[src/rtl/spp_pkg.sv]
// shared types and constants of the servo pulse generator
`timescale 1ns / 1ps

package spp_pkg;

  // counter width of the period timer
  localparam int COUNT_BITS = 16;
  // width used to compare the counter with 16 bit compare values
  localparam int CMP_W  = (COUNT_BITS > 16) ? COUNT_BITS : 16;
  localparam int CMPX_W = CMP_W + 1;

  // depth of the queue between front and back
  localparam int QUEUE_DEPTH = 4;
  localparam int QPTR_W      = $clog2(QUEUE_DEPTH);
  localparam int QCNT_W      = $clog2(QUEUE_DEPTH + 1);

  // request modes
  localparam logic [1:0] MODE_TICK   = 2'd0;
  localparam logic [1:0] MODE_WIDTH  = 2'd1;
  localparam logic [1:0] MODE_RANGED = 2'd2;
  localparam logic [1:0] MODE_UNUSED = 2'd3;

  // configuration register indexes
  localparam logic [1:0] CFG_MIN_WIDTH = 2'd0;
  localparam logic [1:0] CFG_MAX_WIDTH = 2'd1;
  localparam logic [1:0] CFG_PERIOD    = 2'd2;

  // reset values
  localparam logic [15:0] MIN_WIDTH_RST = 16'd1000;
  localparam logic [15:0] MAX_WIDTH_RST = 16'd2000;
  localparam logic [15:0] PERIOD_RST    = 16'd20000;
  localparam logic [15:0] COMPARE_RST   = 16'd1500;

  // position limits in Q2.14
  localparam logic signed [15:0] POS_MINUS_ONE = -16'sd16384;
  localparam logic signed [15:0] POS_PLUS_ONE  = 16'sd16384;
  localparam logic [15:0]        POS_SPAN      = 16'd32768;
  localparam int                 POS_FRAC      = 15;

  typedef struct packed {
    logic [15:0] min_width;
    logic [15:0] max_width;
    logic [15:0] period_len;
  } spp_cfg_t;

  // classified request handed from front to back
  typedef struct packed {
    logic [1:0]  mode;
    logic [15:0] width;
    logic        clipped_low;
    logic        clipped_high;
  } spp_entry_t;

endpackage

[src/rtl/spp_if.sv]
// request and result channel interfaces
`timescale 1ns / 1ps

interface spp_in_if;
  logic               valid;
  logic               ready;
  logic [1:0]         mode;
  logic [15:0]        width_request;
  logic signed [15:0] position_request;

  modport source (output valid, mode, width_request, position_request, input ready);
  modport sink   (input valid, mode, width_request, position_request, output ready);
endinterface

interface spp_out_if;
  logic        valid;
  logic        ready;
  logic        pwm_level;
  logic        period_start;
  logic [15:0] pending_width;
  logic        clipped_low;
  logic        clipped_high;

  modport source (output valid, pwm_level, period_start, pending_width, clipped_low,
                  clipped_high, input ready);
  modport sink   (input valid, pwm_level, period_start, pending_width, clipped_low,
                  clipped_high, output ready);
endinterface

[src/rtl/spp_front.sv]
// front part: takes requests, maps and saturates widths
`timescale 1ns / 1ps

module spp_front (
  input  logic                clk_i,
  input  logic                rst_ni,
  input  spp_pkg::spp_cfg_t   cfg_i,
  spp_in_if.sink              req_i,
  output logic                push_valid_o,
  input  logic                push_ready_i,
  output spp_pkg::spp_entry_t push_entry_o
);

  logic               s1_v_q;
  logic [1:0]         s1_mode_q;
  logic [15:0]        s1_width_q;
  logic               s1_lo_q;
  logic               s1_hi_q;
  logic signed [33:0] s1_prod_q;

  logic               pos_lo;
  logic               pos_hi;
  logic [15:0]        pos_off;
  logic signed [16:0] diff;
  logic signed [33:0] prod_d;
  logic               s1_load;

  logic signed [33:0] quot;
  logic signed [33:0] map_sum;
  logic signed [16:0] cand;
  logic signed [16:0] min_s;
  logic signed [16:0] max_s;
  logic signed [16:0] lo_w;
  logic               clo;
  logic               chi;
  logic [15:0]        clamped;

  // position saturation and the mapping product
  always_comb begin
    pos_lo  = req_i.position_request < spp_pkg::POS_MINUS_ONE;
    pos_hi  = req_i.position_request > spp_pkg::POS_PLUS_ONE;
    if (pos_lo) begin
      pos_off = 16'd0;
    end else if (pos_hi) begin
      pos_off = spp_pkg::POS_SPAN;
    end else begin
      pos_off = 16'(req_i.position_request - spp_pkg::POS_MINUS_ONE);
    end
    diff   = $signed({1'b0, cfg_i.max_width}) - $signed({1'b0, cfg_i.min_width});
    prod_d = diff * $signed({1'b0, pos_off});
  end

  assign req_i.ready = !s1_v_q || push_ready_i;
  assign s1_load     = req_i.valid && req_i.ready;

  // stage one valid
  always_ff @(posedge clk_i or negedge rst_ni) begin
    if (!rst_ni) begin
      s1_v_q <= 1'b0;
    end else if (req_i.ready) begin
      s1_v_q <= req_i.valid;
    end
  end

  // stage one payload
  always_ff @(posedge clk_i) begin
    if (s1_load) begin
      s1_mode_q  <= req_i.mode;
      s1_width_q <= req_i.width_request;
      s1_lo_q    <= pos_lo;
      s1_hi_q    <= pos_hi;
      s1_prod_q  <= prod_d;
    end
  end

  // floor of the scaled product, then saturation to the width range
  always_comb begin
    quot    = s1_prod_q >>> spp_pkg::POS_FRAC;
    map_sum = $signed({18'd0, cfg_i.min_width}) + quot;
    min_s   = $signed({1'b0, cfg_i.min_width});
    max_s   = $signed({1'b0, cfg_i.max_width});
    if (s1_mode_q == spp_pkg::MODE_RANGED) begin
      cand = map_sum[16:0];
    end else begin
      cand = $signed({1'b0, s1_width_q});
    end
    clo     = cand < min_s;
    lo_w    = clo ? min_s : cand;
    chi     = lo_w > max_s;
    clamped = chi ? cfg_i.max_width : lo_w[15:0];
  end

  // queue entry
  always_comb begin
    push_entry_o.mode  = s1_mode_q;
    push_entry_o.width = clamped;
    case (s1_mode_q)
      spp_pkg::MODE_WIDTH: begin
        push_entry_o.clipped_low  = clo;
        push_entry_o.clipped_high = chi;
      end
      spp_pkg::MODE_RANGED: begin
        push_entry_o.clipped_low  = clo || s1_lo_q;
        push_entry_o.clipped_high = chi || s1_hi_q;
      end
      default: begin
        push_entry_o.clipped_low  = 1'b0;
        push_entry_o.clipped_high = 1'b0;
      end
    endcase
  end

  assign push_valid_o = s1_v_q;

endmodule

[src/rtl/spp_queue.sv]
// short fifo between front and back
`timescale 1ns / 1ps

module spp_queue (
  input  logic                clk_i,
  input  logic                rst_ni,
  input  logic                push_valid_i,
  output logic                push_ready_o,
  input  spp_pkg::spp_entry_t push_entry_i,
  output logic                pop_valid_o,
  input  logic                pop_ready_i,
  output spp_pkg::spp_entry_t pop_entry_o
);

  spp_pkg::spp_entry_t             mem_q [spp_pkg::QUEUE_DEPTH];
  logic [spp_pkg::QPTR_W-1:0]      wr_ptr_q;
  logic [spp_pkg::QPTR_W-1:0]      rd_ptr_q;
  logic [spp_pkg::QCNT_W-1:0]      count_q;
  logic                            push;
  logic                            pop;

  assign push_ready_o = count_q != spp_pkg::QCNT_W'(spp_pkg::QUEUE_DEPTH);
  assign pop_valid_o  = count_q != '0;
  assign push         = push_valid_i && push_ready_o;
  assign pop          = pop_valid_o && pop_ready_i;
  assign pop_entry_o  = mem_q[rd_ptr_q];

  // pointers and fill count
  always_ff @(posedge clk_i or negedge rst_ni) begin
    if (!rst_ni) begin
      wr_ptr_q <= '0;
      rd_ptr_q <= '0;
      count_q  <= '0;
    end else begin
      if (push) begin
        wr_ptr_q <= wr_ptr_q + 1'b1;
      end
      if (pop) begin
        rd_ptr_q <= rd_ptr_q + 1'b1;
      end
      if (push && !pop) begin
        count_q <= count_q + 1'b1;
      end else if (pop && !push) begin
        count_q <= count_q - 1'b1;
      end
    end
  end

  // storage
  always_ff @(posedge clk_i) begin
    if (push) begin
      mem_q[wr_ptr_q] <= push_entry_i;
    end
  end

endmodule

[src/rtl/spp_back.sv]
// back part: period counter, compare registers and result register
`timescale 1ns / 1ps

module spp_back (
  input  logic                clk_i,
  input  logic                rst_ni,
  input  spp_pkg::spp_cfg_t   cfg_i,
  input  logic                pop_valid_i,
  output logic                pop_ready_o,
  input  spp_pkg::spp_entry_t pop_entry_i,
  spp_out_if.source           rsp_o
);

  logic [spp_pkg::COUNT_BITS-1:0] tick_q;
  logic [spp_pkg::COUNT_BITS-1:0] tick_d;
  logic [15:0]                    active_q;
  logic [15:0]                    active_d;
  logic [15:0]                    shadow_q;
  logic [15:0]                    shadow_d;
  logic                           out_v_q;

  logic                           pop;
  logic                           at_zero;
  logic [15:0]                    cmp_sel;
  logic                           level;
  logic                           start;
  logic [spp_pkg::COUNT_BITS:0]   inc;
  logic [15:0]                    period_eff;
  logic                           wrap;

  assign pop_ready_o = !out_v_q || rsp_o.ready;
  assign pop         = pop_valid_i && pop_ready_o;

  // state update for one request
  always_comb begin
    at_zero    = tick_q == '0;
    period_eff = (cfg_i.period_len == 16'd0) ? 16'd1 : cfg_i.period_len;
    inc        = {1'b0, tick_q} + 1'b1;
    wrap       = inc[spp_pkg::COUNT_BITS] ||
                 (spp_pkg::CMPX_W'(inc) >= spp_pkg::CMPX_W'(period_eff));
    tick_d     = tick_q;
    active_d   = active_q;
    shadow_d   = shadow_q;
    start      = 1'b0;
    cmp_sel    = active_q;
    case (pop_entry_i.mode)
      spp_pkg::MODE_TICK: begin
        if (at_zero) begin
          active_d = shadow_q;
          cmp_sel  = shadow_q;
          start    = 1'b1;
        end
        tick_d = wrap ? '0 : inc[spp_pkg::COUNT_BITS-1:0];
      end
      spp_pkg::MODE_WIDTH, spp_pkg::MODE_RANGED: begin
        shadow_d = pop_entry_i.width;
      end
      default: begin
      end
    endcase
    level = spp_pkg::CMP_W'(tick_q) < spp_pkg::CMP_W'(cmp_sel);
  end

  // timer state
  always_ff @(posedge clk_i or negedge rst_ni) begin
    if (!rst_ni) begin
      tick_q   <= '0;
      active_q <= spp_pkg::COMPARE_RST;
      shadow_q <= spp_pkg::COMPARE_RST;
    end else if (pop) begin
      tick_q   <= tick_d;
      active_q <= active_d;
      shadow_q <= shadow_d;
    end
  end

  // result valid
  always_ff @(posedge clk_i or negedge rst_ni) begin
    if (!rst_ni) begin
      out_v_q <= 1'b0;
    end else if (pop_ready_o) begin
      out_v_q <= pop_valid_i;
    end
  end

  // result payload
  always_ff @(posedge clk_i) begin
    if (pop) begin
      rsp_o.pwm_level     <= level;
      rsp_o.period_start  <= start;
      rsp_o.pending_width <= shadow_d;
      rsp_o.clipped_low   <= pop_entry_i.clipped_low;
      rsp_o.clipped_high  <= pop_entry_i.clipped_high;
    end
  end

  assign rsp_o.valid = out_v_q;

endmodule

[src/rtl/servo_pulse_pwm_generator.sv]
// servo pulse generator top level
//
// Requests enter on req_i: mode 0 is a timer tick, mode 1 sets a pulse width in
// ticks, mode 2 sets a signed Q2.14 position that is mapped onto the width range.
// Every request gives exactly one result on rsp_o: pin level, period start flag,
// the pending compare value and the two saturation flags.
// Configuration (min_width, max_width, period length) is written through cfg_we_i,
// cfg_index_i and cfg_wdata_i; the user must write it only while no request is in
// flight, as the block itself does not enforce this. One request is accepted every
// cycle while req_i.ready is high. An accepted request is registered in the mapping
// multiplier stage, then written into the front-to-back queue, then loaded into the
// result register; the queue and the result register hold their entries on a stall.
// A new pending width is copied to the active compare when a tick finds the
// counter at zero.
// Reset clears the counter, sets both compare values to 1500 and loads the
// configuration reset values; the queue and the result register come up empty.
// When the receiver stalls, the result holds, the four-entry queue fills and then
// req_i.ready drops until results are taken again.
`timescale 1ns / 1ps

module servo_pulse_pwm_generator (
  input  logic        clk_i,
  input  logic        rst_ni,
  spp_in_if.sink      req_i,
  spp_out_if.source   rsp_o,
  input  logic        cfg_we_i,
  input  logic [1:0]  cfg_index_i,
  input  logic [15:0] cfg_wdata_i
);

  spp_pkg::spp_cfg_t   cfg_q;
  logic                push_valid;
  logic                push_ready;
  spp_pkg::spp_entry_t push_entry;
  logic                pop_valid;
  logic                pop_ready;
  spp_pkg::spp_entry_t pop_entry;

  // configuration registers
  always_ff @(posedge clk_i or negedge rst_ni) begin
    if (!rst_ni) begin
      cfg_q.min_width  <= spp_pkg::MIN_WIDTH_RST;
      cfg_q.max_width  <= spp_pkg::MAX_WIDTH_RST;
      cfg_q.period_len <= spp_pkg::PERIOD_RST;
    end else if (cfg_we_i) begin
      case (cfg_index_i)
        spp_pkg::CFG_MIN_WIDTH: cfg_q.min_width  <= cfg_wdata_i;
        spp_pkg::CFG_MAX_WIDTH: cfg_q.max_width  <= cfg_wdata_i;
        spp_pkg::CFG_PERIOD:    cfg_q.period_len <= cfg_wdata_i;
        default: begin
        end
      endcase
    end
  end

  // request classification and width mapping
  spp_front u_front (
    .clk_i        (clk_i),
    .rst_ni       (rst_ni),
    .cfg_i        (cfg_q),
    .req_i        (req_i),
    .push_valid_o (push_valid),
    .push_ready_i (push_ready),
    .push_entry_o (push_entry)
  );

  // decoupling queue
  spp_queue u_queue (
    .clk_i        (clk_i),
    .rst_ni       (rst_ni),
    .push_valid_i (push_valid),
    .push_ready_o (push_ready),
    .push_entry_i (push_entry),
    .pop_valid_o  (pop_valid),
    .pop_ready_i  (pop_ready),
    .pop_entry_o  (pop_entry)
  );

  // timer and compare state
  spp_back u_back (
    .clk_i       (clk_i),
    .rst_ni      (rst_ni),
    .cfg_i       (cfg_q),
    .pop_valid_i (pop_valid),
    .pop_ready_o (pop_ready),
    .pop_entry_i (pop_entry),
    .rsp_o       (rsp_o)
  );

endmodule

[src/flat_wrapper.sv]
// flat-port wrapper written by rule: the top's interface ports become plain ports
module servo_pulse_pwm_generator_flat 
  (clk_i, rst_ni, cfg_we_i, cfg_index_i, cfg_wdata_i, req_i_valid, req_i_mode, req_i_width_request, req_i_position_request, req_i_ready, rsp_o_valid, rsp_o_pwm_level, rsp_o_period_start, rsp_o_pending_width, rsp_o_clipped_low, rsp_o_clipped_high, rsp_o_ready);
  spp_in_if req_i_i ();
  spp_out_if rsp_o_i ();
  input  logic clk_i;
  input  logic rst_ni;
  input  logic cfg_we_i;
  input  logic [1:0] cfg_index_i;
  input  logic [15:0] cfg_wdata_i;
  input wire logic [$bits(req_i_i.valid)-1:0] req_i_valid;
  input wire logic [$bits(req_i_i.mode)-1:0] req_i_mode;
  input wire logic [$bits(req_i_i.width_request)-1:0] req_i_width_request;
  input wire logic [$bits(req_i_i.position_request)-1:0] req_i_position_request;
  output wire logic [$bits(req_i_i.ready)-1:0] req_i_ready;
  output wire logic [$bits(rsp_o_i.valid)-1:0] rsp_o_valid;
  output wire logic [$bits(rsp_o_i.pwm_level)-1:0] rsp_o_pwm_level;
  output wire logic [$bits(rsp_o_i.period_start)-1:0] rsp_o_period_start;
  output wire logic [$bits(rsp_o_i.pending_width)-1:0] rsp_o_pending_width;
  output wire logic [$bits(rsp_o_i.clipped_low)-1:0] rsp_o_clipped_low;
  output wire logic [$bits(rsp_o_i.clipped_high)-1:0] rsp_o_clipped_high;
  input wire logic [$bits(rsp_o_i.ready)-1:0] rsp_o_ready;
  assign req_i_i.valid = req_i_valid;
  assign req_i_i.mode = req_i_mode;
  assign req_i_i.width_request = req_i_width_request;
  assign req_i_i.position_request = req_i_position_request;
  assign req_i_ready = req_i_i.ready;
  assign rsp_o_valid = rsp_o_i.valid;
  assign rsp_o_pwm_level = rsp_o_i.pwm_level;
  assign rsp_o_period_start = rsp_o_i.period_start;
  assign rsp_o_pending_width = rsp_o_i.pending_width;
  assign rsp_o_clipped_low = rsp_o_i.clipped_low;
  assign rsp_o_clipped_high = rsp_o_i.clipped_high;
  assign rsp_o_i.ready = rsp_o_ready;
  servo_pulse_pwm_generator u_core (.clk_i(clk_i), .rst_ni(rst_ni), .req_i(req_i_i), .rsp_o(rsp_o_i), .cfg_we_i(cfg_we_i), .cfg_index_i(cfg_index_i), .cfg_wdata_i(cfg_wdata_i));
endmodule
[config.mk]
export PLATFORM = sky130hd
export DESIGN_NAME = servo_pulse_pwm_generator_flat
export DESIGN_NICKNAME = d
export VERILOG_FILES = /design/src/rtl/spp_pkg.sv /design/src/rtl/spp_if.sv /design/src/rtl/spp_front.sv /design/src/rtl/spp_queue.sv /design/src/rtl/spp_back.sv /design/src/rtl/servo_pulse_pwm_generator.sv /design/src/flat_wrapper.sv
export SDC_FILE = /design/constraint.sdc
export NUM_CORES = 1
export LEC_CHECK = 0
export BUFFER_PORTS_ARGS = -buffer_cell sky130_fd_sc_hd__buf_4
export CORE_MARGIN = 3
export CORE_UTILIZATION = 51
export CTS_CLUSTER_DIAMETER = 80
export CTS_CLUSTER_SIZE = 24
export DETAILED_ROUTE_END_ITERATION = 12
export GPL_ROUTABILITY_DRIVEN = 0
export PLACE_DENSITY = 0.7
export SLEW_MARGIN = 20
export SYNTH_ARGS = -nofsm -noshare
export SYNTH_HDL_FRONTEND = slang
export SYNTH_SLANG_ARGS = --single-unit
[constraint.sdc]
create_clock -name clk_i -period 7.5 [get_ports clk_i]
set_input_delay 0.375 -clock clk_i [delete_from_list [all_inputs] [get_ports clk_i]]
set_output_delay 0.375 -clock clk_i [all_outputs]
set_load 0.01 [all_outputs]
Word level (Yosys, flattened, before mapping) --
Memory sizes are Yosys's and may differ from the RTL's. Index checks and enable logic that the tools add are counted.
Storage, ports and cells: logic and storage cells 85, register bits 177, memories 1, input port bits 57, output and inout port bits 22, memory bits (writable) 80
Memory list:
- u_core.u_queue.mem_q | depth 4, width 20, rd ports 1, clocked after memory_dff 0, wr ports 1, RTL line spp_queue.sv:15 | spp_pkg::spp_entry_t mem_q [spp_pkg::QUEUE_DEPTH];
Cells by class: reduce and logical (&&, ||, !) cells 25, add/subtract/negate cells 8, $lt $le $gt $ge 6, eq/ne operators 7, $mul 1, muxes and demuxes 16
Operator list (count):
- 16-bit 2-to-1 mux | 8
- 17-bit 2-to-1 mux | 2
- 16-bit logical NOT | 2
- 17-bit by 17-bit multiplier with 32-bit output | 1
- 16-bit by 1-bit adder with 17-bit output, second input constant | 1
- 17-bit adder | 1
- 17-bit by 16-bit greater-or-equal comparator with 1-bit output | 1
- 17-bit > comparator | 1
- 17-bit less-than comparator | 1
- 16-bit by 16-bit subtractor with 17-bit output | 1
- 16-bit > comparator, second input constant | 1
- 16-bit by 15-bit less-than comparator with 1-bit output, second input constant | 1
- 16-bit less-than comparator | 1
- 16-bit by 15-bit subtractor with 16-bit output, second input constant | 1
- 2-bit AND reduction | 4
- 2-bit by 1-bit == test with 1-bit output, second input constant | 3
- 2-bit == test, second input constant | 3
- 3-bit 2-to-1 mux | 2
- 1-bit logical AND | 5
- 1-bit logical OR | 5
- 2-bit by 1-bit adder with 2-bit output, second input constant | 2
- 1-bit logical NOT | 4
- 2-bit logical NOT | 2
- 2-bit case mux with 2 select lines | 1
- other kinds (7) | 9

Depth between registers and ports, before layout --
Gate-level depths: netlist of the first run.
word-level depth 7, depth in mapped cells 33, gate-level depth less buffers 32

By module --
Synthesis of the first run repeated with hierarchy kept, for this count alone.
Second synthesis, totals: cells, all modules 2137, area total of the unflattened synthesis 22734.3 µm²
By module, submodules not included:
- spp_front | sequential area each 1136.1 µm², times used 1, cells each 1524, area an instance 13593.0 µm²
- spp_back | sequential area each 1844.3 µm², times used 1, cells each 372, area an instance 4000.1 µm²
- spp_queue | sequential area each 2577.5 µm², times used 1, cells each 139, area an instance 3304.4 µm²
- servo_pulse_pwm_generator | sequential area each 1222.4 µm², times used 1, cells each 102, area an instance 1836.8 µm²

Worst setup path before layout of the first run --
No wires, ideal clock.
path type register to register, start point register u_core.cfg_q[16] in the netlist's numbering, end point register u_core.u_front.s1_prod_q[31], data pin, cell stages (with the launch flop) 31, buffers on the path 0, required time 7.232 ns, setup slack -0.279 ns, clock period less this slack 7.779 ns, data arrival time 7.512 ns, library setup time 0.268 ns, path through dfrtp_1 -> inv_1 -> ha_1 -> fa_1 -> nor2b_1 -> o31a_1 -> o211ai_1 -> a21oi_1 -> nor3_2 -> o31ai_1 -> a21oi_2 -> xnor2_1 -> nand2_1 -> fa_1 -> inv_1 -> fa_1 -> fa_1 -> fa_1 -> fa_1 -> inv_1 -> fa_1 -> inv_1 -> ha_1 -> nand2_1 -> or3_1 -> o31a_1 -> o31ai_1 -> o211ai_1 -> and2b_1 -> o21ai_1 -> xnor3_1
On the way: cells in the longest elaborated chain, start to end 2
Ends and longest elaborated chain:
- from (decl) | RTL line servo_pulse_pwm_generator.sv:31 | spp_pkg::spp_cfg_t cfg_q;
- 16-bit by 16-bit subtractor with 17-bit output | RTL line spp_front.sv:49 | diff = $signed({1'b0, cfg_i.max_width}) - $signed({1'b0, cfg_i.min_width});
- 17-bit by 17-bit multiplier with 32-bit output | RTL line spp_front.sv:50 | prod_d = diff * $signed({1'b0, pos_off});
- named net u_core.u_front.prod_d[31] | RTL line spp_front.sv:25 | logic signed [33:0] prod_d;
- to (signal assigned) | RTL line spp_front.sv:72 | s1_prod_q <= prod_d;
- to (decl) | RTL line spp_front.sv:19 | logic signed [33:0] s1_prod_q;
The timed path passes the listed nets, and every way through them passes these cells. A chain may end at the register's enable or synchronous reset.

Final worst setup path of the first run --
start point register u_core.cfg_q[33] in the netlist's numbering, end point register u_core.u_front.s1_prod_q[31], data pin
The elaborated chain is that of the path after synthesis.

==> impl_metrics.json, run 1 <==
{
  "status": "finished with violations",
  "violations": "setup timing",
  "synth_area_leader_cell": "fa_1",
  "tritoncts": "done",
  "cp-end-kind": "register",
  "synth.distinct_cells": 74,
  "final-setup-viol-count": 13,
  "core_area_um2": 44500,
  "io_pins": 79,
  "grt_max_degree": 57,
  "path_max_fanout": 4,
  "cts_buffers": 14,
  "cp_common_cell": "fa_1",
  "mappedNetlistArea_um2": 23100,
  "worstReg2RegEnd": "u_core.u_front.s1_prod_q[31]$_DFFE_PP_",
  "max_cap_viol_count": 0,
  "htree_levels": 1,
  "clock-root-buffer": "clkbuf_16",
  "syn_avg_cell_area_um2": 10.2,
  "ctsLongestPathBuffers": 3,
  "r2r_cells": 33,
  "grt_remaining_overflow": 0,
  "ys_seq_area_frac": 0.293,
  "grt_use_met2": 0.455,
  "yosysWarnings": 0,
  "firstDrtPassIters": 5,
  "gr-usage-met1": 0.327,
  "io_buffers": 78,
  "grt_pass1_vias": 18700,
  "final_area_um2": 27900,
  "rsz0062_at_grt": "yes",
  "relSlewSlack": 0.306,
  "report.final.hold_viol_count": 0,
  "area_growth_pct": 20.5,
  "n_fill_cell": 3494,
  "synth_common_cells": "inv_1, nand2_1, fa_1, ha_1, nor2_1",
  "mappedNetlistNets": 2787,
  "arrival_ns": 8.18,
  "postPlaceCellArea_um2": 26400,
  "wire_per_inst_um": 19.0,
  "fmax_mhz": 126,
  "fin_crit_ns": 7.96,
  "cpMaxStageDelayCell": "fa_1",
  "die_w_um": 219,
  "crit_type": "register to register",
  "placementRows": 77,
  "via_per_inst": 5.48,
  "synth.ff_latch_count": 242,
  "antenna_found_initial": 0,
  "fin_util": 0.626,
  "critPathLaunchType": "register",
  "synth_edf_count": 137,
  "syn_inst": 2277,
  "drt-total-wl_um": 61000,
  "worstMarginPinSlew_ns": 1.04,
  "dp.final_hpwl_um": 49200,
  "final_layout_size_suffix_gt1_frac": 0.255,
  "synth_area_leaders": "fa_1, edfxtp_1, ha_1",
  "timing.rr.start": "u_core.cfg_q[33]$_DFFE_PN0P_",
  "die_area_um2": 47900,
  "synth_top_area_frac": 0.232,
  "diodes": 0,
  "grt_usage": 0.256,
  "clock_sinks": 242,
  "synth_ff_type": "edfxtp_1",
  "crit_path_start": "u_core.cfg_q[33]$_DFFE_PN0P_",
  "setup_ws_ns": -0.459,
  "post-route-period-util": 1.06,
  "clk_pin_slew_worst_paths_ns": 0.09,
  "vias": 17600,
  "yosys.cell_count.top_type": "inv_1",
  "ant_nets": 0,
  "clock_skew_ns": 0.0200,
  "async_flop_share": 0.434,
  "regToRegSetupSlack_ns": -0.46,
  "die_h_um": 219,
  "required_ns": 7.72,
  "start_util": 0.519,
  "slew_violations": 0,
  "drt_iter0_markers": 1319,
  "gr-usage-met3": 0.0240,
  "top_usage_layer": "met2",
  "clk_latency_ns": 0.49,
  "fin_nets": 3124,
  "drc": 0,
  "critPathMaxStageDelay_ns": 0.54,
  "setup.worst_path.end": "u_core.u_front.s1_prod_q[31]$_DFFE_PP_",
  "hold_class": "input pin to register",
  "grt_pass1_wl_um": 97200
}
critical path: cells and delay by family, from the launching register on:
kind                       cells  cell delay (ns)
buffers and inverters          9             0.92
AOI/OAI and AO/OA              9             1.55
xor gates and xnor gates       2             0.40
DFF                            1             0.41
adders and majority gates      8             3.51
and+or+nand+nor                5             0.90
flip-flops by register name (all words and copies together) (netlist names):
register / flops
u_core.u_queue.count_q: 3
u_core.u_back.rsp_o.clipped_high: 1
u_core.u_front.s1_hi_q: 1
u_core.u_back.rsp_o.pending_width: 16
u_core.u_back.rsp_o.clipped_low: 1
u_core.u_front.s1_mode_q: 2
u_core.cfg_q: 48
u_core.u_back.rsp_o.period_start: 1
u_core.u_back.rsp_o.valid: 1
u_core.u_back.tick_q: 16
u_core.u_back.active_q: 16
u_core.u_front.s1_prod_q: 17
u_core.u_back.rsp_o.pwm_level: 1
u_core.u_front.s1_lo_q: 1
u_core.u_front.push_valid_o: 1
u_core.u_queue.wr_ptr_q: 2
u_core.u_front.s1_width_q: 16
u_core.u_back.shadow_q: 16
u_core.u_queue.rd_ptr_q: 2
u_core.u_queue.mem_q: 80
layout make-up:
| type | count | area, um2 | share of cell area |
|---|---|---|---|
| Inverter | 418 | 1580 | 0.0566 |
| Clock inverter | 4 | 30.0 | 0.00108 |
| Sequential cell | 242 | 6780 | 0.243 |
| Multi-Input combinational cell | 1536 | 15100 | 0.541 |
| Tap cell | 592 | 741 | 0.0266 |
| Timing Repair Buffer | 402 | 3260 | 0.117 |
| Clock buffer | 20 | 394 | 0.0141 |
per-stage QoR:
| step | TNS [ns] | cells | setup slack, ns | hold WS, ns |
|---|---|---|---|---|
| 2_1_floorplan | 0 | 2277 | 0.0236 | 0.0794 |
| 3_3_place_gp | -5.12 | 3150 | -0.485 | 0.456 |
| 3_5_place_dp | -8.50 | 3150 | -0.709 | 0.463 |
| 4_1_cts | -2.94 | 3197 | -0.287 | 0.0530 |
| 5_1_grt | -6.43 | 3214 | -0.738 | 0.0511 |
| 6_report | -3.01 | 3214 | -0.459 | 0.0585 |
cells by family (layout without fill, tap and decap cells):
logic type,after synthesis,count (layout),share of synthesized area
AND/OR/NAND/NOR,633,633,0.121
buffers and inverters,499,844,0.0821
adder cells (fa/ha/maj),453,453,0.332
AO/OA/AOI/OAI,252,252,0.0739
flip-flops,242,242,0.293
multiplexers,121,121,0.0678
XOR/XNOR,77,77,0.0298
worst min path at each step:
stage                                           from                                 endpoint  slack [ns]  cells after the start
3_5_place_dp   u_core.u_back.shadow_q[7]$_DFFE_PN1P_    u_core.u_back.shadow_q[7]$_DFFE_PN1P_        0.46                      2
3_3_place_gp   u_core.u_back.shadow_q[3]$_DFFE_PN1P_    u_core.u_back.shadow_q[3]$_DFFE_PN1P_        0.46                      2
4_1_cts                       req_i_width_request[5]   u_core.u_front.s1_width_q[5]$_DFFE_PP_        0.05                      1
5_1_grt                      req_i_width_request[15]  u_core.u_front.s1_width_q[15]$_DFFE_PP_        0.05                      1
6_report                      req_i_width_request[5]   u_core.u_front.s1_width_q[5]$_DFFE_PP_        0.06                      1
2_1_floorplan                                 rst_ni              u_core.cfg_q[0]$_DFFE_PN0P_        0.08                      0
layer usage:
layer,vias up,part of all wire
li1,8059,-
met1,8777,0.40
met2,607,0.50
met3,165,0.054
met4,0,0.044
met5,-,0
placed cells by master, fill, tap and decap left out, drive strengths merged, types with 9 or more instances in the layout:
cell type / synthesis / layout
nor3: 32 / 32
a31oi: 27 / 27
edfxtp: 137 / 137
ha: 185 / 185
mux4: 20 / 20
nor2: 162 / 162
fa: 268 / 268
nand2: 286 / 286
nor4: 10 / 10
inv: 418 / 419
nand4: 13 / 13
o21ai: 76 / 76
dfrtp: 74 / 74
nor2b: 17 / 17
a21oi: 38 / 38
mux2: 78 / 78
a211oi: 9 / 9
nand3: 26 / 26
xor2: 27 / 27
dfstp: 31 / 31
xnor2: 49 / 49
o21a: 18 / 18
a311oi: 10 / 10
a21o: 27 / 27
and2: 21 / 21
buf: 23 / 400
mux2i: 23 / 23
nand2b: 29 / 29
clkbuf: 58 / 21
or2: 10 / 10
repair_timing:
action	CTS	global route
endpoints found under the setup margin	16	80
resized for setup	74	61
setup buffers	23	18
endpoints found under the hold margin	41	0
pin swaps	91	59
hold buffers	1	0
Power of run 1 is left out: the tool's default activity adds up to more than one toggle a clock period on the data nets, which glitch-free logic cannot reach.
==> run 2, diff against run 1 <==
--- a/config.mk
+++ b/config.mk
@@ -17,3 +17,4 @@
 export SYNTH_ARGS = -nofsm -noshare
 export SYNTH_HDL_FRONTEND = slang
 export SYNTH_SLANG_ARGS = --single-unit
+export TNS_END_PERCENT = 30
==> constraint.sdc (replaced) <==
create_clock -name clk_i -period 7.5 [get_ports clk_i]
set_input_delay 1.125 -clock clk_i [delete_from_list [all_inputs] [get_ports clk_i]]
set_output_delay 1.125 -clock clk_i [all_outputs]
set_load 0.01 [all_outputs]
==> run 2 against run 1 <==
Worst hold slack better by 0.42 ns; wire length is 1.9% lower; final cell count is 1.2% lower; sequential share of layout area is 0.39 points higher; the flow still finishes with violations (setup timing); utilization is 0.99 points lower; register-to-register slack better by 0.02 ns; non-clock buffer count is 37 lower; flip-flop and latch count stayed put; critical path depth is 1 lower; largest cell class unchanged.
==> impl_metrics.json, run 2 (synthesis gave the netlist of run 1 again) <==
{
  "r2r_cells": 32,
  "violations": "setup timing",
  "regMostFlops": "u_core.u_queue.mem_q",
  "placementRows": 77,
  "path_max_fanout": 6,
  "cp_common_cell": "fa_1",
  "final_layout_size_suffix_gt1_frac": 0.249,
  "die_area_um2": 47900,
  "drt_iter0_markers": 1202,
  "fin_nets": 3087,
  "ctsLongestPathBuffers": 3,
  "hold_class": "register to register",
  "grt_usage": 0.254,
  "crit_buf_inv": 7,
  "slew_violations": 0,
  "post-route-period-util": 1.06,
  "setup_ws_ns": -0.440,
  "worstReg2RegEnd": "u_core.u_front.s1_prod_q[31]$_DFFE_PP_",
  "area_growth_pct": 18.6,
  "vias": 17300,
  "core_area_um2": 44500,
  "clk_latency_ns": 0.49,
  "final_cells": 3177,
  "timing.rr.start": "u_core.cfg_q[34]$_DFFE_PN0P_",
  "grt_pass1_vias": 18600,
  "clock-root-buffer": "clkbuf_16",
  "arrival_ns": 8.17,
  "critPathMaxStageDelay_ns": 0.52,
  "hold_depth": 2,
  "regToRegSetupSlack_ns": -0.44,
  "ant_nets": 0,
  "cts_buffers": 14,
  "tritoncts": "done",
  "diodes": 0,
  "clock_skew_ns": 0.0143,
  "crit_family": "adder cells",
  "largest_reg_flops": 80,
  "layout_commonest_cell": "inv_1",
  "hold_end": "u_core.u_back.shadow_q[6]$_DFFE_PN1P_",
  "die_w_um": 219,
  "fin_crit_ns": 7.94,
  "die_h_um": 219,
  "place_inst": 3134,
  "report.final.hold_viol_count": 0,
  "relSlewSlack": 0.293,
  "io_buffers": 78,
  "wire_per_inst_um": 18.8,
  "final_cell_mix": "inv_1, buf_4, nand2_1",
  "hold_buffers": 0,
  "clk_pin_slew_worst_paths_ns": 0.09,
  "via_per_inst": 5.45,
  "tns_ns": -2.55,
  "cp-end-kind": "register",
  "grt_max_degree": 57,
  "drc": 0,
  "io_pins": 79,
  "firstDrtPassIters": 6,
  "cpMaxStageDelayCell": "fa_1",
  "htree_levels": 1,
  "max_cap_viol_count": 0,
  "start_util": 0.519,
  "antenna_found_initial": 1,
  "required_ns": 7.73,
  "status": "finished with violations",
  "crit_type": "register to register",
  "final-setup-viol-count": 13,
  "grt_remaining_overflow": 0,
  "hp-start": "u_core.u_back.shadow_q[6]$_DFFE_PN1P_",
  "worstMarginPinSlew_ns": 1.06,
  "clock_sinks": 242,
  "fin_hold_ws_ns": 0.478,
  "drt-total-wl_um": 59800,
  "rsz0062_at_grt": "yes",
  "dp.final_hpwl_um": 48800,
  "grt_pass1_wl_um": 96200,
  "fmax_mhz": 126,
  "critPathLaunchType": "register",
  "largestRegisters": "u_core.u_queue.mem_q: 80 flops, u_core.cfg_q: 48 flops, u_core.u_front.s1_prod_q: 17 flops"
}
[run 2: cell count changes in the layout (fill, tap and decap cells not counted), moves of 4 or more]
cell,previous run,this run
and2_4,0,4
buf_12,13,9
buf_6,16,9
buf_4,371,347
fa_2,9,15
nand2_4,3,7
and2_1,19,15
nand2_1,281,275
fa_1,259,253
xnor2_1,41,46
[run 2: metrics by stage]
stage | area [um2] | util | worst slack (ns)
global placement | 26500 | 0.595 | -0.713
finish | 27400 | 0.616 | -0.440
global route | 27400 | 0.616 | -0.645
detailed placement | 26500 | 0.595 | -0.872
CTS | 27300 | 0.612 | -0.265
floorplan | 23400 | - | -0.0281
[run 2: tightest hold or removal path, cell delays in order, from the launching register on]
cell and delay, ns:
dfstp_2 0.39, nand2_1 0.05, nand2_1 0.04
[run 2: metal layers]
metal	routed length, um	part of all wire	global-route usage
met1	23900	0.40	0.316
met2	30000	0.50	0.454
met3	3290	0.055	0.0252
met4	2710	0.045	0.103
met5	0	0	0
[run 2: cell type report]
type	instances	area, um2
fill	3636	17100
sequential	242	6780
clock buffer	21	399
multi-input combinational	1536	15000
tap	592	741
inverter	418	1580
timing repair buffer	365	2890
clock inverter	3	25.0
[run 2: how the worst max path moves through the flow]
stage                                 start                                      to  slack [ns]  cells past startpoint
2_1_floorplan    req_i_position_request[12]  u_core.u_front.s1_prod_q[31]$_DFFE_PP_       -0.03                     25
3_3_place_gp     req_i_position_request[12]  u_core.u_front.s1_prod_q[31]$_DFFE_PP_       -0.71                     28
3_5_place_dp     req_i_position_request[12]  u_core.u_front.s1_prod_q[31]$_DFFE_PP_       -0.87                     28
4_1_cts        u_core.cfg_q[16]$_DFFE_PN0P_  u_core.u_front.s1_prod_q[31]$_DFFE_PP_       -0.27                     30
5_1_grt        u_core.cfg_q[34]$_DFFE_PN0P_  u_core.u_front.s1_prod_q[31]$_DFFE_PP_       -0.64                     32
6_report       u_core.cfg_q[34]$_DFFE_PN0P_  u_core.u_front.s1_prod_q[31]$_DFFE_PP_       -0.44                     32
[run 2: timing repair]
item	in CTS	in global routing
pin swaps	53	33
setup buffers	16	5
setup endpoints to repair	15	83
gates resized for setup	57	31
Power of run 2 is left out for the same reason.
==> run 3, diff against run 2 <==
--- a/config.mk
+++ b/config.mk
@@ -12,7 +12,8 @@
 export CTS_CLUSTER_SIZE = 24
 export DETAILED_ROUTE_END_ITERATION = 12
 export GPL_ROUTABILITY_DRIVEN = 0
-export PLACE_DENSITY = 0.7
+export PLACE_DENSITY = 0.68
+export SKIP_CTS_REPAIR_TIMING = 1
 export SLEW_MARGIN = 20
 export SYNTH_ARGS = -nofsm -noshare
 export SYNTH_HDL_FRONTEND = slang
==> constraint.sdc (replaced) <==
create_clock -name clk_i -period 9.4 [get_ports clk_i]
set_input_delay 1.41 -clock clk_i [delete_from_list [all_inputs] [get_ports clk_i]]
set_output_delay 1.41 -clock clk_i [all_outputs]
set_load 0.01 [all_outputs]
==> run 3 against run 2 <==
The run now ends clean; clock-buffer cell count unchanged; worst setup slack improved by 0.92 ns; via count fell by 6.2%; worst hold slack worse by 0.0080 ns; critical path depth shrank 2; register-to-register slack improved by 0.92 ns; wire length down 5.4%; design area is 8.3% lower; global-route usage down 1.1 points; flip-flop and latch count unchanged; die area stayed put; clock skew grew 0.039 ns; critical path type unchanged; critical endpoint unchanged.
==> impl_metrics.json, run 3 (synthesis gave the netlist of run 1 again) <==
{
  "wire_per_inst_um": 19.2,
  "fmax_mhz": 112,
  "final_layout_size_suffix_gt1_frac": 0.132,
  "rsz0062_at_grt": "no",
  "critPathMaxStageDelay_ns": 0.57,
  "cp_common_cell": "fa_1",
  "via_per_inst": 5.51,
  "tritoncts": "done",
  "largest_reg_flops": 80,
  "cts_buffers": 19,
  "grt_usage": 0.243,
  "path_max_fanout": 7,
  "final-setup-viol-count": 0,
  "clk_pin_slew_worst_paths_ns": 0.09,
  "report.final.hold_viol_count": 0,
  "drt_iter0_markers": 983,
  "regMostFlops": "u_core.u_queue.mem_q",
  "clock_sinks": 242,
  "layout_commonest_cell": "inv_1",
  "area_growth_pct": 8.71,
  "grt_pass1_vias": 17100,
  "drt-total-wl_um": 56600,
  "io_pins": 79,
  "clock_skew_ns": 0.0532,
  "vias": 16200,
  "hold_class": "register to register",
  "diodes": 0,
  "placementRows": 77,
  "core_area_um2": 44500,
  "critPathLaunchType": "register",
  "drc": 0,
  "relSlewSlack": 0.289,
  "crit_type": "register to register",
  "die_h_um": 219,
  "largestRegisters": "u_core.u_queue.mem_q: 80 flops, u_core.cfg_q: 48 flops, u_core.u_front.s1_prod_q: 17 flops",
  "post-route-period-util": 0.949,
  "fin_crit_ns": 8.92,
  "ant_nets": 0,
  "start_util": 0.519,
  "grt_max_degree": 63,
  "tns_ns": 0,
  "max_cap_viol_count": 0,
  "dp.final_hpwl_um": 46400,
  "clock-root-buffer": "clkbuf_16",
  "firstDrtPassIters": 5,
  "clk_latency_ns": 0.54,
  "arrival_ns": 9.21,
  "required_ns": 9.69,
  "final_cell_mix": "inv_1, nand2_1, fa_1",
  "worstMarginPinSlew_ns": 1.07,
  "die_w_um": 219,
  "grt_pass1_wl_um": 91300,
  "antenna_found_initial": 1,
  "slew_violations": 0,
  "fin_nets": 2849,
  "die_area_um2": 47900,
  "cpMaxStageDelayCell": "xor2_1",
  "status": "finished clean",
  "ctsLongestPathBuffers": 3,
  "io_buffers": 78,
  "grt_remaining_overflow": 0,
  "htree_levels": 1,
  "cp-end-kind": "register"
}
## run 3: critical path, delay by kind of cell, from the launching register on
family | cells | cell delay (ns)
adder cells (fa/ha/maj) | 9 | 4.07
AO/OA/AOI/OAI | 8 | 1.85
AND/OR/NAND/NOR | 6 | 1.09
XOR/XNOR | 2 | 0.97
flip-flops | 1 | 0.39
buffers and inverters | 5 | 0.31
## run 3: final cells by class
cell class,instances,area [um2]
Fill cell,3863,19400
Multi-Input combinational cell,1536,14500
Sequential cell,242,6780
Inverter,418,1570
Timing Repair Buffer,122,916
Tap cell,592,741
Clock buffer,21,483
Clock inverter,13,186
## run 3: path summary, 6_finish.rpt
check	start	endpoint	slack [ns]	depth (start not counted)
worst max-delay path	u_core.cfg_q[16]$_DFFE_PN0P_	u_core.u_front.s1_prod_q[31]$_DFFE_PP_	0.48	30
worst max register to register	u_core.cfg_q[16]$_DFFE_PN0P_	u_core.u_front.s1_prod_q[31]$_DFFE_PP_	0.48	30
worst min-delay path	u_core.u_back.shadow_q[4]$_DFFE_PN1P_	u_core.u_back.shadow_q[4]$_DFFE_PN1P_	0.47	2
worst min register to register	u_core.u_back.shadow_q[4]$_DFFE_PN1P_	u_core.u_back.shadow_q[4]$_DFFE_PN1P_	0.47	2
min in group asynchronous	rst_ni	u_core.u_back.active_q[11]$_DFFE_PN0P_	0.87	1
max in group asynchronous	rst_ni	u_core.cfg_q[19]$_DFFE_PN0P_	7.29	2
## run 3: layer usage
layer  up-vias  wire length (um)  GRT usage
met1      8088             23100      0.309
met3       126              3250     0.0327
met5         -                12          0
met2       508             28200      0.430
li1       7505                 -          -
met4         2              2040     0.0795
## run 3: metrics by stage
step	hold slack, ns	utilization	cells	worst slack [ns]	area [um2]
after floorplan	0.445	-	2277	0.998	23100
after global placement	0.454	0.550	2910	0.427	24500
after detailed placement	0.458	0.550	2910	0.209	24500
after CTS	0.470	0.565	2944	0.464	25100
after global routing	0.479	0.565	2944	0.0699	25100
final	0.470	0.565	2944	0.479	25100
Power of run 3 is left out for the same reason.
